`src/rtl/ddf_pkg.sv`:
```
// Shared types, constants and helper functions for the decimal display formatter.
// Depends on nothing; every other file of the block refers to it by scoped names.
package ddf_pkg;

    // Field widths of the two channels.
    localparam int OpBits    = 4;
    localparam int ValueBits = 18;
    localparam int CharBits  = 7;
    localparam int LenBits   = 3;
    localparam int NumChars  = 7;

    // Magnitude after saturation and its decimal form.
    localparam int MagBits   = 17;
    localparam int BcdDigits = 5;
    localparam int BcdBits   = 4 * BcdDigits;
    localparam logic [MagBits-1:0] MagLimit = MagBits'(99999);

    // Double-dabble steps done in each of the three conversion stages.
    localparam int StepsA = 6;
    localparam int StepsB = 6;
    localparam int StepsC = MagBits - StepsA - StepsB;

    // ASCII codes used in the layouts.
    localparam logic [CharBits-1:0] ChZero  = 7'h30;
    localparam logic [CharBits-1:0] ChPlus  = 7'h2B;
    localparam logic [CharBits-1:0] ChMinus = 7'h2D;
    localparam logic [CharBits-1:0] ChPoint = 7'h2E;
    localparam logic [CharBits-1:0] ChSpace = 7'h20;
    localparam logic [CharBits-1:0] ChNull  = 7'h00;

    // Layout selector codes.
    typedef enum logic [OpBits-1:0] {
        OP_TWO_DIGIT   = 4'd0,
        OP_THREE_RIGHT = 4'd1,
        OP_THREE_LEFT  = 4'd2,
        OP_FOUR_RIGHT  = 4'd3,
        OP_FIVE_RIGHT  = 4'd4,
        OP_SIGN_3_1    = 4'd5,
        OP_DIGIT_2_2   = 4'd6,
        OP_SIGN_4_1    = 4'd7,
        OP_SIGN_3_2    = 4'd8
    } ddf_op_t;

    // Word carried down the conversion pipeline.
    typedef struct packed {
        logic [OpBits-1:0]  op;
        logic               neg;
        logic [BcdBits-1:0] bcd;
        logic [MagBits-1:0] rest;
    } ddf_work_t;

    // One double-dabble step: correct each digit, then shift in the next binary bit.
    function automatic ddf_work_t dabble_shift(ddf_work_t w);
        ddf_work_t          r;
        logic [BcdBits-1:0] b;
        r = w;
        b = w.bcd;
        for (int k = 0; k < BcdDigits; k++) begin
            if (b[4*k +: 4] >= 4'd5) begin
                b[4*k +: 4] = b[4*k +: 4] + 4'd3;
            end
        end
        r.bcd  = {b[BcdBits-2:0], w.rest[MagBits-1]};
        r.rest = {w.rest[MagBits-2:0], 1'b0};
        return r;
    endfunction

    // ASCII character of one decimal digit.
    function automatic logic [CharBits-1:0] ascii_digit(logic [3:0] d);
        return ChZero + {3'b000, d};
    endfunction

endpackage

```
`src/rtl/ddf_magnitude.sv`:
```
// First pipeline stage: sign, absolute value and saturation of the input word.
// Depends on ddf_pkg for widths, the saturation limit and the work type.
module ddf_magnitude (
    input  logic                               aclk,
    input  logic                               aresetn,
    input  logic                               in_valid,
    output logic                               in_ready,
    input  logic [ddf_pkg::OpBits-1:0]         operation,
    input  logic signed [ddf_pkg::ValueBits-1:0] value,
    output logic                               out_valid,
    input  logic                               out_ready,
    output ddf_pkg::ddf_work_t                 out_word
);

    logic                               valid_reg;
    ddf_pkg::ddf_work_t                 word_reg;
    ddf_pkg::ddf_work_t                 word_next;
    logic [ddf_pkg::ValueBits-1:0]      raw;
    logic [ddf_pkg::ValueBits-1:0]      abs_val;
    logic                               load;

    // The stage takes a new word when empty or when its word moves on.
    assign load     = !valid_reg || out_ready;
    assign in_ready = load;

    // Absolute value, clipped to the largest five-digit number.
    always_comb begin
        raw     = $unsigned(value);
        abs_val = raw[ddf_pkg::ValueBits-1] ? (ddf_pkg::ValueBits'(0) - raw) : raw;
        word_next.op   = operation;
        word_next.neg  = raw[ddf_pkg::ValueBits-1];
        word_next.bcd  = '0;
        if (abs_val > {1'b0, ddf_pkg::MagLimit}) begin
            word_next.rest = ddf_pkg::MagLimit;
        end else begin
            word_next.rest = abs_val[ddf_pkg::MagBits-1:0];
        end
    end

    always_ff @(posedge aclk) begin
        if (!aresetn) begin
            valid_reg <= 1'b0;
        end else if (load) begin
            valid_reg <= in_valid;
        end
    end

    always_ff @(posedge aclk) begin
        if (load && in_valid) begin
            word_reg <= word_next;
        end
    end

    assign out_valid = valid_reg;
    assign out_word  = word_reg;

endmodule

```
`src/rtl/ddf_dabble.sv`:
```
// Binary to BCD conversion by double dabble, spread over three register stages.
// Depends on ddf_pkg for the work type, the step counts and the shift function.
module ddf_dabble (
    input  logic               aclk,
    input  logic               aresetn,
    input  logic               in_valid,
    output logic               in_ready,
    input  ddf_pkg::ddf_work_t in_word,
    output logic               out_valid,
    input  logic               out_ready,
    output ddf_pkg::ddf_work_t out_word
);

    logic               a_valid_reg;
    logic               b_valid_reg;
    logic               c_valid_reg;
    ddf_pkg::ddf_work_t a_word_reg;
    ddf_pkg::ddf_work_t b_word_reg;
    ddf_pkg::ddf_work_t c_word_reg;
    ddf_pkg::ddf_work_t a_word_next;
    ddf_pkg::ddf_work_t b_word_next;
    ddf_pkg::ddf_work_t c_word_next;
    logic               a_load;
    logic               b_load;
    logic               c_load;

    // Each stage moves when empty or when the stage after it can take its word.
    assign c_load   = !c_valid_reg || out_ready;
    assign b_load   = !b_valid_reg || c_load;
    assign a_load   = !a_valid_reg || b_load;
    assign in_ready = a_load;

    // Most significant binary bits first.
    always_comb begin
        a_word_next = in_word;
        for (int i = 0; i < ddf_pkg::StepsA; i++) begin
            a_word_next = ddf_pkg::dabble_shift(a_word_next);
        end
    end

    // Middle group of bits.
    always_comb begin
        b_word_next = a_word_reg;
        for (int i = 0; i < ddf_pkg::StepsB; i++) begin
            b_word_next = ddf_pkg::dabble_shift(b_word_next);
        end
    end

    // Least significant bits; the BCD value is then complete.
    always_comb begin
        c_word_next = b_word_reg;
        for (int i = 0; i < ddf_pkg::StepsC; i++) begin
            c_word_next = ddf_pkg::dabble_shift(c_word_next);
        end
    end

    always_ff @(posedge aclk) begin
        if (!aresetn) begin
            a_valid_reg <= 1'b0;
            b_valid_reg <= 1'b0;
            c_valid_reg <= 1'b0;
        end else begin
            if (a_load) begin
                a_valid_reg <= in_valid;
            end
            if (b_load) begin
                b_valid_reg <= a_valid_reg;
            end
            if (c_load) begin
                c_valid_reg <= b_valid_reg;
            end
        end
    end

    always_ff @(posedge aclk) begin
        if (a_load && in_valid) begin
            a_word_reg <= a_word_next;
        end
        if (b_load && a_valid_reg) begin
            b_word_reg <= b_word_next;
        end
        if (c_load && b_valid_reg) begin
            c_word_reg <= c_word_next;
        end
    end

    assign out_valid = c_valid_reg;
    assign out_word  = c_word_reg;

endmodule

```
`src/rtl/ddf_format.sv`:
```
// Last pipeline stage: lays the decimal digits out as ASCII text and holds the result word.
// Depends on ddf_pkg for layout codes, character constants and the work type.
module ddf_format (
    input  logic                              aclk,
    input  logic                              aresetn,
    input  logic                              in_valid,
    output logic                              in_ready,
    input  ddf_pkg::ddf_work_t                in_word,
    output logic                              out_valid,
    input  logic                              out_ready,
    output logic [ddf_pkg::CharBits-1:0]      chars [ddf_pkg::NumChars],
    output logic [ddf_pkg::LenBits-1:0]       text_length
);

    logic                           valid_reg;
    logic                           load;
    logic [ddf_pkg::CharBits-1:0]   chars_reg [ddf_pkg::NumChars];
    logic [ddf_pkg::CharBits-1:0]   chars_next [ddf_pkg::NumChars];
    logic [ddf_pkg::LenBits-1:0]    len_reg;
    logic [ddf_pkg::LenBits-1:0]    len_next;
    logic [3:0]                     d0;
    logic [3:0]                     d1;
    logic [3:0]                     d2;
    logic [3:0]                     d3;
    logic [3:0]                     d4;
    logic                           ge10;
    logic                           ge100;
    logic                           ge1000;
    logic                           ge10000;
    logic [ddf_pkg::CharBits-1:0]   sign_ch;

    assign load     = !valid_reg || out_ready;
    assign in_ready = load;

    // Digits, and whether the magnitude reaches each power of ten.
    always_comb begin
        d0      = in_word.bcd[3:0];
        d1      = in_word.bcd[7:4];
        d2      = in_word.bcd[11:8];
        d3      = in_word.bcd[15:12];
        d4      = in_word.bcd[19:16];
        ge10000 = (d4 != 4'd0);
        ge1000  = ge10000 || (d3 != 4'd0);
        ge100   = ge1000 || (d2 != 4'd0);
        ge10    = ge100 || (d1 != 4'd0);
        sign_ch = in_word.neg ? ddf_pkg::ChMinus : ddf_pkg::ChPlus;
    end

    // Character layout for each selector; unused positions stay zero.
    always_comb begin
        for (int i = 0; i < ddf_pkg::NumChars; i++) begin
            chars_next[i] = ddf_pkg::ChNull;
        end
        len_next = 3'd0;
        case (in_word.op)
            ddf_pkg::OP_TWO_DIGIT: begin
                chars_next[0] = ddf_pkg::ascii_digit(d1);
                chars_next[1] = ddf_pkg::ascii_digit(d0);
                len_next      = 3'd2;
            end
            ddf_pkg::OP_THREE_RIGHT: begin
                chars_next[0] = ge100 ? ddf_pkg::ascii_digit(d2) : ddf_pkg::ChSpace;
                chars_next[1] = ge10 ? ddf_pkg::ascii_digit(d1) : ddf_pkg::ChSpace;
                chars_next[2] = ddf_pkg::ascii_digit(d0);
                len_next      = 3'd3;
            end
            ddf_pkg::OP_THREE_LEFT: begin
                if (ge100) begin
                    chars_next[0] = ddf_pkg::ascii_digit(d2);
                    chars_next[1] = ddf_pkg::ascii_digit(d1);
                    chars_next[2] = ddf_pkg::ascii_digit(d0);
                    len_next      = 3'd3;
                end else if (ge10) begin
                    chars_next[0] = ddf_pkg::ascii_digit(d1);
                    chars_next[1] = ddf_pkg::ascii_digit(d0);
                    len_next      = 3'd2;
                end else begin
                    chars_next[0] = ddf_pkg::ascii_digit(d0);
                    len_next      = 3'd1;
                end
            end
            ddf_pkg::OP_FOUR_RIGHT: begin
                chars_next[0] = ge1000 ? ddf_pkg::ascii_digit(d3) : ddf_pkg::ChSpace;
                chars_next[1] = ge100 ? ddf_pkg::ascii_digit(d2) : ddf_pkg::ChSpace;
                chars_next[2] = ge10 ? ddf_pkg::ascii_digit(d1) : ddf_pkg::ChSpace;
                chars_next[3] = ddf_pkg::ascii_digit(d0);
                len_next      = 3'd4;
            end
            ddf_pkg::OP_FIVE_RIGHT: begin
                chars_next[0] = ge10000 ? ddf_pkg::ascii_digit(d4) : ddf_pkg::ChSpace;
                chars_next[1] = ge1000 ? ddf_pkg::ascii_digit(d3) : ddf_pkg::ChSpace;
                chars_next[2] = ge100 ? ddf_pkg::ascii_digit(d2) : ddf_pkg::ChSpace;
                chars_next[3] = ge10 ? ddf_pkg::ascii_digit(d1) : ddf_pkg::ChSpace;
                chars_next[4] = ddf_pkg::ascii_digit(d0);
                len_next      = 3'd5;
            end
            ddf_pkg::OP_SIGN_3_1: begin
                chars_next[0] = sign_ch;
                chars_next[1] = ddf_pkg::ascii_digit(d3);
                chars_next[2] = ddf_pkg::ascii_digit(d2);
                chars_next[3] = ddf_pkg::ascii_digit(d1);
                chars_next[4] = ddf_pkg::ChPoint;
                chars_next[5] = ddf_pkg::ascii_digit(d0);
                len_next      = 3'd6;
            end
            ddf_pkg::OP_DIGIT_2_2: begin
                chars_next[0] = in_word.neg ? ddf_pkg::ChMinus : ddf_pkg::ascii_digit(d4);
                chars_next[1] = ddf_pkg::ascii_digit(d3);
                chars_next[2] = ddf_pkg::ascii_digit(d2);
                chars_next[3] = ddf_pkg::ChPoint;
                chars_next[4] = ddf_pkg::ascii_digit(d1);
                chars_next[5] = ddf_pkg::ascii_digit(d0);
                len_next      = 3'd6;
            end
            ddf_pkg::OP_SIGN_4_1: begin
                chars_next[0] = sign_ch;
                chars_next[1] = ddf_pkg::ascii_digit(d4);
                chars_next[2] = ddf_pkg::ascii_digit(d3);
                chars_next[3] = ddf_pkg::ascii_digit(d2);
                chars_next[4] = ddf_pkg::ascii_digit(d1);
                chars_next[5] = ddf_pkg::ChPoint;
                chars_next[6] = ddf_pkg::ascii_digit(d0);
                len_next      = 3'd7;
            end
            ddf_pkg::OP_SIGN_3_2: begin
                chars_next[0] = sign_ch;
                chars_next[1] = ddf_pkg::ascii_digit(d4);
                chars_next[2] = ddf_pkg::ascii_digit(d3);
                chars_next[3] = ddf_pkg::ascii_digit(d2);
                chars_next[4] = ddf_pkg::ChPoint;
                chars_next[5] = ddf_pkg::ascii_digit(d1);
                chars_next[6] = ddf_pkg::ascii_digit(d0);
                len_next      = 3'd7;
            end
            default: begin
                len_next = 3'd0;
            end
        endcase
    end

    always_ff @(posedge aclk) begin
        if (!aresetn) begin
            valid_reg <= 1'b0;
        end else if (load) begin
            valid_reg <= in_valid;
        end
    end

    // Output register: holds the word steady while the consumer stalls.
    always_ff @(posedge aclk) begin
        if (load && in_valid) begin
            chars_reg <= chars_next;
            len_reg   <= len_next;
        end
    end

    assign out_valid   = valid_reg;
    assign chars       = chars_reg;
    assign text_length = len_reg;

endmodule

```
`src/rtl/decimal_display_formatter_top.sv`:
```
// Top level of the decimal display formatter: magnitude, BCD conversion and layout stages.
// Depends on ddf_pkg, ddf_magnitude, ddf_dabble and ddf_format.
//
//   Channel  | Ports                                         | Direction
//   ---------+-----------------------------------------------+----------
//   input    | s_valid, s_ready, s_operation, s_value        | in
//   result   | m_valid, m_ready, m_char_0..m_char_6,         | out
//            | m_text_length                                 |
//
// One word is accepted per cycle while the result side does not stall; its result is offered
// after passing five registers: the magnitude stage (loaded at the accepting edge), three for
// the 17-step double-dabble conversion and one for layout.
// Reset (aresetn low at a clock edge) empties all five stages; the data registers keep
// whatever they held. A stall on the result side holds each full stage in place and backs
// up through s_ready, so no word is dropped or repeated; empty stages keep filling meanwhile.
module decimal_display_formatter_top (
    input  logic                                aclk,
    input  logic                                aresetn,
    input  logic                                s_valid,
    output logic                                s_ready,
    input  logic [ddf_pkg::OpBits-1:0]          s_operation,
    input  logic signed [ddf_pkg::ValueBits-1:0] s_value,
    output logic                                m_valid,
    input  logic                                m_ready,
    output logic [ddf_pkg::CharBits-1:0]        m_char_0,
    output logic [ddf_pkg::CharBits-1:0]        m_char_1,
    output logic [ddf_pkg::CharBits-1:0]        m_char_2,
    output logic [ddf_pkg::CharBits-1:0]        m_char_3,
    output logic [ddf_pkg::CharBits-1:0]        m_char_4,
    output logic [ddf_pkg::CharBits-1:0]        m_char_5,
    output logic [ddf_pkg::CharBits-1:0]        m_char_6,
    output logic [ddf_pkg::LenBits-1:0]         m_text_length
);

    logic                           mag_valid;
    logic                           mag_ready;
    ddf_pkg::ddf_work_t             mag_word;
    logic                           bcd_valid;
    logic                           bcd_ready;
    ddf_pkg::ddf_work_t             bcd_word;
    logic [ddf_pkg::CharBits-1:0]   chars [ddf_pkg::NumChars];

    // Sign and saturated magnitude.
    ddf_magnitude u_magnitude (
        .aclk      (aclk),
        .aresetn   (aresetn),
        .in_valid  (s_valid),
        .in_ready  (s_ready),
        .operation (s_operation),
        .value     (s_value),
        .out_valid (mag_valid),
        .out_ready (mag_ready),
        .out_word  (mag_word)
    );

    // Binary to BCD.
    ddf_dabble u_dabble (
        .aclk      (aclk),
        .aresetn   (aresetn),
        .in_valid  (mag_valid),
        .in_ready  (mag_ready),
        .in_word   (mag_word),
        .out_valid (bcd_valid),
        .out_ready (bcd_ready),
        .out_word  (bcd_word)
    );

    // Text layout and result register.
    ddf_format u_format (
        .aclk        (aclk),
        .aresetn     (aresetn),
        .in_valid    (bcd_valid),
        .in_ready    (bcd_ready),
        .in_word     (bcd_word),
        .out_valid   (m_valid),
        .out_ready   (m_ready),
        .chars       (chars),
        .text_length (m_text_length)
    );

    assign m_char_0 = chars[0];
    assign m_char_1 = chars[1];
    assign m_char_2 = chars[2];
    assign m_char_3 = chars[3];
    assign m_char_4 = chars[4];
    assign m_char_5 = chars[5];
    assign m_char_6 = chars[6];

endmodule

```
`config.mk`:
```
export PLATFORM = sky130hd
export DESIGN_NAME = decimal_display_formatter_top
export DESIGN_NICKNAME = d
export VERILOG_FILES = /design/src/rtl/ddf_pkg.sv /design/src/rtl/ddf_magnitude.sv /design/src/rtl/ddf_dabble.sv /design/src/rtl/ddf_format.sv /design/src/rtl/decimal_display_formatter_top.sv
export SDC_FILE = /design/constraint.sdc
export NUM_CORES = 1
export LEC_CHECK = 0
export BUFFER_PORTS_ARGS = -buffer_cell sky130_fd_sc_hd__buf_2
export CELL_PAD_IN_SITES_DETAIL_PLACEMENT = 0
export CELL_PAD_IN_SITES_GLOBAL_PLACEMENT = 1
export CORE_MARGIN = 5
export CORE_UTILIZATION = 40
export DETAILED_ROUTE_END_ITERATION = 7
export PLACE_DENSITY = 0.76
export SKIP_CTS_REPAIR_TIMING = 1
export SYNTH_ARGS = -nofsm -noshare
export SYNTH_HDL_FRONTEND = slang
export SYNTH_SLANG_ARGS = --single-unit
```
`constraint.sdc`:
```
create_clock -name aclk -period 4.57 [get_ports aclk]
set_input_delay 0.6855 -clock aclk [delete_from_list [all_inputs] [get_ports aclk]]
set_output_delay 0.6855 -clock aclk [all_outputs]
set_load 0.005 [all_outputs]
```
[Yosys cells after proc, flatten, opt, wreduce, memory -nomap -nowiden]
Cells that the tools add are included.
Storage, ports and cells
  bits in writable memories: 0
  output and inout bits: 54
  input bits: 26
  logic and storage cells: 299
  memory bits (read-only): 0
  register bits: 170
  memories: 0
  bits in latches: 0
Operators by class
  div/mod/pow operators: 0
  equality and inequality tests: 8
  magnitude comparators: 71
  bitwise logic cells: 0
  add/subtract/negate cells: 76
  reductions and logical operators: 27
  multiplexer cells: 89
  $mul: 0
  shift-type cells: 0
Operators by type and width (count)
  4-bit by 3-bit greater-or-equal comparator with 1-bit output, second input constant: 65
  4-bit 2-to-1 mux: 58
  4-bit by 2-bit adder with 4-bit output, second input constant: 54
  14-bit case mux with 8 select lines: 1
  7-bit 2-to-1 mux: 8
  7-bit case mux with 3 select lines: 2
  7-bit case mux with 6 select lines: 1
  3-bit 2-to-1 mux: 12
  6-bit by 4-bit adder with 7-bit output, first input constant: 5
  7-bit case mux with 5 select lines: 1
  3-bit by 2-bit adder with 3-bit output, second input constant: 11
  3-bit case mux with 7 select lines: 1
  18-bit by 17-bit greater-than comparator with 1-bit output, second input constant: 1
  18-bit 2-to-1 mux: 1
  1-bit by 18-bit subtractor with 18-bit output, first input constant: 1
  4-bit by 3-bit equality test with 1-bit output, second input constant: 4
  4-bit nonzero test: 4
  1-bit by 2-bit adder with 3-bit output, second input constant: 5
  1-bit by 3-bit greater-or-equal comparator with 1-bit output, second input constant: 5
  14-bit 2-to-1 mux: 1
  4-bit by 2-bit equality test with 1-bit output, second input constant: 2
  1-bit logical OR: 8
  2-bit OR reduction: 4
  1-bit logical AND: 5
  other kinds (6): 11

[Longest topological paths before layout]
Gate-level depths: netlist (run 1).
  depth after elaboration: 12
  depth in mapped cells: 26
  mapped depth without buffers: 26

[Hierarchy]
From an unflattened synthesis (run 1), not the netlist that was laid out.
Unflattened totals
  cells, all modules: 1924
  area, all modules: 16961.3 um^2
By module, submodules not included
  ddf_dabble: area each 12700.9 um^2, instances 1, sequential area each 2792.7 um^2, cells each 1509
  ddf_format: area each 2613.8 um^2, instances 1, sequential area each 1341.3 um^2, cells each 246
  ddf_magnitude: area each 1646.6 um^2, instances 1, sequential area each 680.7 um^2, cells each 169

[Worst setup path after synthesis (run 1)]
OpenSTA, ideal clock, no wires.
  kind: reg2reg
  from: register u_dabble.a_word_reg[17] in the netlist's numbering
  to: register u_dabble.b_word_reg[24] in the netlist's numbering, data pin
  setup time: 260 ps
  data arrival time: 4771 ps
  setup slack: -461 ps
  period minus slack after synthesis: 5031 ps
  buffers on the path: 1
  cell stages (with the launch flop): 27
  required time: 4310 ps
  cell sequence: edfxtp_1 > clkbuf_1 > inv_1 > ha_1 > nor2b_1 > or3_4 > nand2_1 > ha_1 > nor3_1 > nor2_1 > and4_4 > a2111oi_4 > ha_1 > inv_1 > a21o_1 > a31oi_1 > inv_1 > ha_1 > o21ai_1 > a31oi_4 > inv_1 > ha_1 > nand2b_1 > a211oi_1 > nor2_1 > nor2b_1 > mux2_2
RTL lines
  from (decl): RTL line ddf_dabble.sv:17  | ddf_pkg::ddf_work_t a_word_reg;
  from (signal assigned): RTL line ddf_dabble.sv:77  | a_word_reg <= a_word_next;
  to (signal assigned): RTL line ddf_dabble.sv:80  | b_word_reg <= b_word_next;
  to (decl): RTL line ddf_dabble.sv:18  | ddf_pkg::ddf_work_t b_word_reg;

==> flow_summary.toml, run 1 <==
[run_status]
status = "complete, no violations"

[logic_synthesis]
yosysTopAreaCellShare_pct = 39.3
synth_seq_cells = 144
synth_area_leader_cell = "edfxtp_1"
synth_cells = 1158
ys_warn_count = 0
synthFlopType = "edfxtp_1"
synth_edf_count = 139
synthTopCellsByArea = "edfxtp_1 (39%), ha_1 (7.5%), a21oi_1 (4.9%)"
synth_seq_area_share_pct = 40.2
synth.avg_cell_area_um2 = 9.18
ys_types = 82
synth_area_um2 = 10600
async_reset_ff_share_pct = 0

[critical_path]
critical_path_class = "reg -> reg"
critPathRequiredTime_ns = 4.75
cp.arrival_ns = 4.67
cp-end-kind = "flop"
path_max_fanout = 4
r2r_slack_ns = 0.08
start_kind = "flop"

[layout]
diodes = 0
area_growth_pct = 27.2
fillCellCount = 2372
fin_util_pct = 51.7
fin_nets = 1411
largest_reg_flops = 41
layout-drive-gt1-share_pct = 29.2
stdcell_area_um2 = 13500

[placed_design]
gp_congestion = 0.858
io_buffers = 72
dpl.hpwl_mm = 16.7
place_area_um2 = 11900

[routing]
first_pass_iters = 5
wl_per_cell_um = 14.6
drc_errors = 0
drt_iter0_drc = 699
wl_mm = 24.3
ant_nets = 0
via_count = 9068
via_per_inst = 5.43

[timing]
min_period_ns = 4.49
max_freq_ghz = 0.223
setup_viol = 0
finalHoldViolCount = 0
period_share_pct = 98.2
drv_slew = 0
relSlewSlack_pct = 21.3
grt_setup_unrepaired = "yes"
max_slew.worst_pin.slew_ns = 1.18
clock_skew_ns = 0.0152

[die]
pin_count = 80
die_w_um = 173
rows = 59
start_util_pct = 40.7
core_um2 = 26100
die-area_um2 = 29900
die_y_um = 173

[hold_path]
min_path_type = "reg -> reg"

[clock_tree]
clock_latency_ns = 0.43
cts_buffers = 17
htreeDepth = 4
clockBufferDepth = 2
cts-root-buf = "clkbuf_16"
numClockSinks = 144
path_clk_slew_ns = 0.07
cts_tree = "done"

[global_routing]
grt_pass1_vias = 8242
grt_max_degree = 45
gr-usage-all-layers_pct = 15.1
antenna_found_initial = 0
grt-ovfl-total = 0
grt_pass1_wl_mm = 38.8

[job]
maxCapViolCount = 0

[power]
powerDensity_nw_per_um2 = 658
p_leak_uw = 0.00532
ir_drop_uv = 492
[layer usage]
layer | part of all wire, % | routed length, µm | vias to the layer above | track usage (%)
li1 | - | - | 4580 | -
met1 | 46 | 11100 | 4225 | 20.8
met2 | 47 | 11500 | 228 | 24.0
met3 | 5.4 | 1320 | 35 | 3.34
met4 | 1.4 | 351 | 0 | 4.19
met5 | 0 | 0 | - | 0
[worst paths after layout]
kind	startpoint	endpoint	cells after the start
setup / recovery	u_dabble.b_word_reg[22]	u_dabble.out_word[27]	25
hold / removal	u_magnitude.out_word[37]	u_dabble.a_word_reg[37]	0
setup reg to reg	u_dabble.b_word_reg[22]	u_dabble.out_word[27]	25
hold reg to reg	u_magnitude.out_word[37]	u_dabble.a_word_reg[37]	0
[report_power, final]
| group | total, µW | switching (µW) | leakage (µW) | internal (µW) |
|---|---|---|---|---|
| Combinational | 5520 | 2740 | 0.00373 | 2780 |
| Sequential | 1900 | 115 | 0.00128 | 1780 |
| Clock | 1480 | 641 | 0.000302 | 836 |
| Total | 8890 | 3500 | 0.00532 | 5400 |
[cell type report]
class,instances,area [µm²],share of cell area (%)
clock inverter,15,186,1.38
timing repair buffer,187,1230,9.13
multi-input combinational,898,6710,49.6
inverter,73,274,2.03
sequential,144,4270,31.6
clock buffer,17,425,3.15
tap,335,419,3.10
[cell families after synthesis]
logic type      after synthesis  share of synthesized area, %
mux                          53                          5.20
compound gates              351                          21.3
flops                       144                          40.2
buf+inv                     122                          4.64
other cells                   1                        0.0353
simple gates                372                          16.8
fa+ha+maj                    64                          7.53
xor+xnor                     51                          4.27
[critical path, cell delays in order, from the launching register on]
cell      delay, ns
edfxtp_1       0.40
inv_2          0.13
ha_4           0.13
nand2b_4       0.13
nor3b_4        0.18
a21oi_2        0.07
buf_4          0.17
ha_4           0.16
nor2b_4        0.12
o21a_1         0.22
xnor2_2        0.27
ha_2           0.24
nand2b_1       0.08
a21oi_2        0.23
xnor2_2        0.16
ha_2           0.20
nand2b_4       0.14
o21ai_2        0.06
a22oi_2        0.17
o22ai_2        0.12
xnor2_2        0.21
buf_4          0.16
ha_4           0.14
nor2b_4        0.04
o21a_1         0.20
mux2i_1        0.13
[cells in the mapped netlist (all sizes together), types with 13 or more instances]
master  number
a21boi      13
a21oi      108
a31oi       25
buf         16
clkbuf      33
edfxtp     139
ha          64
inv         71
mux2        15
mux2i       38
nand2      110
nand2b      32
nand3       15
nor2       105
nor2b       26
nor3        24
o21ai       89
xnor2       41
[cell usage in the layout, fill, tap and decap left out, types with 11 or more instances in the layout]
cell,count
a21o_1,12
a21oi_1,89
a21oi_2,13
a31oi_1,18
buf_2,72
buf_4,112
clkbuf_16,17
edfxtp_1,139
ha_1,34
ha_2,18
ha_4,12
inv_1,59
inv_2,12
mux2_2,12
mux2i_1,32
nand2_1,108
nand2b_1,27
nand3_1,15
nor2_1,98
nor2b_1,15
nor3_1,23
o21a_1,11
o21ai_0,69
xnor2_1,22
xnor2_2,18
[metrics by stage]
stage	TNS [ns]	instances	total power [µW]	setup WS, ns	hold slack (ns)
after floorplan	0	1164	5160	0.00108	0.400
after global placement	-0.228	1598	6040	-0.0806	0.400
after detailed placement	-1.94	1598	6160	-0.285	0.406
after CTS	-2.82	1630	7660	-0.318	0.404
after global routing	-1.40	1669	9570	-0.157	0.406
final	0	1669	8890	0.0821	0.415
Note: power is estimated with default switching activity, not from simulation.
==> run 2: changes to the inputs <==
- PLACE_DENSITY: 0.76 -> 0.7
==> run 2 against run 1 <==
  * Critical path depth decreased by 2
  * Count of clock-buffer cells in the layout unchanged
  * Clock skew is 0.0010 ns lower
  * Combinational power shrank 5.4%
==> flow_summary.toml, run 2 (synthesis results as in run 1) <==
[run_status]
status = "complete, no violations"

[timing]
drv_slew = 0
period_share_pct = 95.8
max_freq_ghz = 0.228
grt_setup_unrepaired = "yes"
min_period_ns = 4.38
clock_skew_ns = 0.0142
setup_viol = 0
max_slew.worst_pin.slew_ns = 1.18
relSlewSlack_pct = 21.1
finalHoldViolCount = 0

[die]
die_w_um = 173
pin_count = 80
start_util_pct = 40.7
die-area_um2 = 29900
die_y_um = 173
core_um2 = 26100
rows = 59

[power]
p_int_uw = 5150
clockPowerShare_pct = 16.1
powerDensity_nw_per_um2 = 633
switchingPower_uw = 3330
power_frac_comb_pct = 61.6
p_leak_uw = 0.00526
switching_share_pct = 39.3
ir_drop_uv = 420
pwr-share-seq_pct = 22.4

[hold_path]
hold_start = "u_magnitude.out_word[6]"
whs_endpoint = "u_dabble.a_word_reg[12]"
min_path_cells = 0
min_path_type = "reg -> reg"

[critical_path]
cp.arrival_ns = 4.66
cp-end-kind = "flop"
r2r_cells = 23
start_kind = "flop"
r2r-end = "u_dabble.out_word[27]"
r2r_start = "u_dabble.b_word_reg[21]"
critPathRequiredTime_ns = 4.85
startpoint = "u_dabble.b_word_reg[21]"
path_max_fanout = 5
r2r_slack_ns = 0.19
critical_path_class = "reg -> reg"

[job]
maxCapViolCount = 0

[global_routing]
gr-usage-all-layers_pct = 15.4
grt_pass1_wl_mm = 40.0
grt_pass1_vias = 8544
antenna_found_initial = 0
grt-ovfl-total = 0
grt_max_degree = 45

[placed_design]
io_buffers = 72
dp.cells = 1604
gp_congestion = 0.859
place_area_um2 = 12000
dpl.hpwl_mm = 17.0

[clock_tree]
clockBufferDepth = 2
htreeDepth = 4
clock_latency_ns = 0.43
cts-root-buf = "clkbuf_16"
numClockSinks = 144
cts_buffers = 17
cts_tree = "done"
path_clk_slew_ns = 0.08

[layout]
area_growth_pct = 25.9
fin_cells = 1669
stdcell_area_um2 = 13400
final_cell_mix = "edfxtp_1 (139), buf_4 (113), nand2_1 (109)"
diodes = 0
fin_util_pct = 51.2
layout-drive-gt1-share_pct = 29.0
final_common_cell = "edfxtp_1"
fin_nets = 1411
largest_reg_flops = 41

[routing]
wl_per_cell_um = 14.3
drc_errors = 0
via_per_inst = 5.37
first_pass_iters = 5
via_count = 8968
ant_nets = 0
drt_iter0_drc = 758
wl_mm = 23.8
==> run 2: changes by cell type in the layout (fill, tap and decap cells not counted), sizes merged <==
cell,previous run,this run
clkinv,3,6
bufinv,2,0
inv,82,80
clkinvlp,1,2
==> run 2: worst max-delay path by stage <==
stage | depth (start not counted) | end | slack (ns)
detailed placement | 23 | u_dabble.out_word[31] | -0.29
global route | 23 | u_dabble.out_word[27] | -0.13
floorplan | 22 | u_dabble.out_word[19] | 0.001
CTS | 23 | u_dabble.out_word[30] | -0.31
global placement | 23 | u_dabble.out_word[27] | -0.11
finish | 23 | u_dabble.out_word[27] | 0.19
==> run 2: area by class of cell <==
class / count / area [µm²]
fill: 2432 / 12700
multi-input combinational: 898 / 6620
sequential: 144 / 4270
timing repair buffer: 187 / 1230
clock buffer: 17 / 425
tap: 335 / 419
inverter: 73 / 274
clock inverter: 15 / 139
==> run 2: per-layer routing <==
layer | global-route usage, % | part of all wire, %
met5 | 0 | 0
met4 | 4.26 | 1.3
met3 | 2.86 | 5.8
met2 | 24.5 | 45
met1 | 21.7 | 48
==> run 2: worst max-delay path, stage by stage (launching register included) <==
cell,delay (ns)
edfxtp_1,0.46
inv_2,0.13
ha_4,0.16
nand2b_4,0.06
nor3b_4,0.15
a21oi_2,0.20
ha_2,0.23
nor2b_2,0.14
o21a_1,0.20
xnor2_2,0.17
ha_2,0.26
nand2b_4,0.07
a21oi_4,0.19
xnor2_4,0.16
ha_2,0.19
nand2b_4,0.14
o21ai_2,0.05
a22oi_1,0.18
o22ai_2,0.13
xnor2_2,0.25
ha_2,0.24
nor2b_4,0.13
o21a_1,0.16
mux2i_1,0.18
==> run 2: through the flow <==
| stage | TNS [ns] | hold slack [ns] | power, µW | setup slack, ns |
|---|---|---|---|---|
| 2_1_floorplan | 0 | 0.400 | 5160 | 0.00108 |
| 3_3_place_gp | -0.400 | 0.403 | 6070 | -0.110 |
| 3_5_place_dp | -2.13 | 0.405 | 6160 | -0.294 |
| 4_1_cts | -2.71 | 0.409 | 7550 | -0.310 |
| 5_1_grt | -0.720 | 0.415 | 9220 | -0.134 |
| 6_report | 0 | 0.415 | 8480 | 0.190 |
==> run 2: power groups by stage <==
stage | Sequential (µW) | Clock [µW] | Combinational (µW)
2_1_floorplan | 1870 | 0 | 3300
3_3_place_gp | 1910 | 0 | 4160
3_5_place_dp | 1910 | 0 | 4250
4_1_cts | 1880 | 1400 | 4260
5_1_grt | 1910 | 1450 | 5860
6_report | 1900 | 1360 | 5220
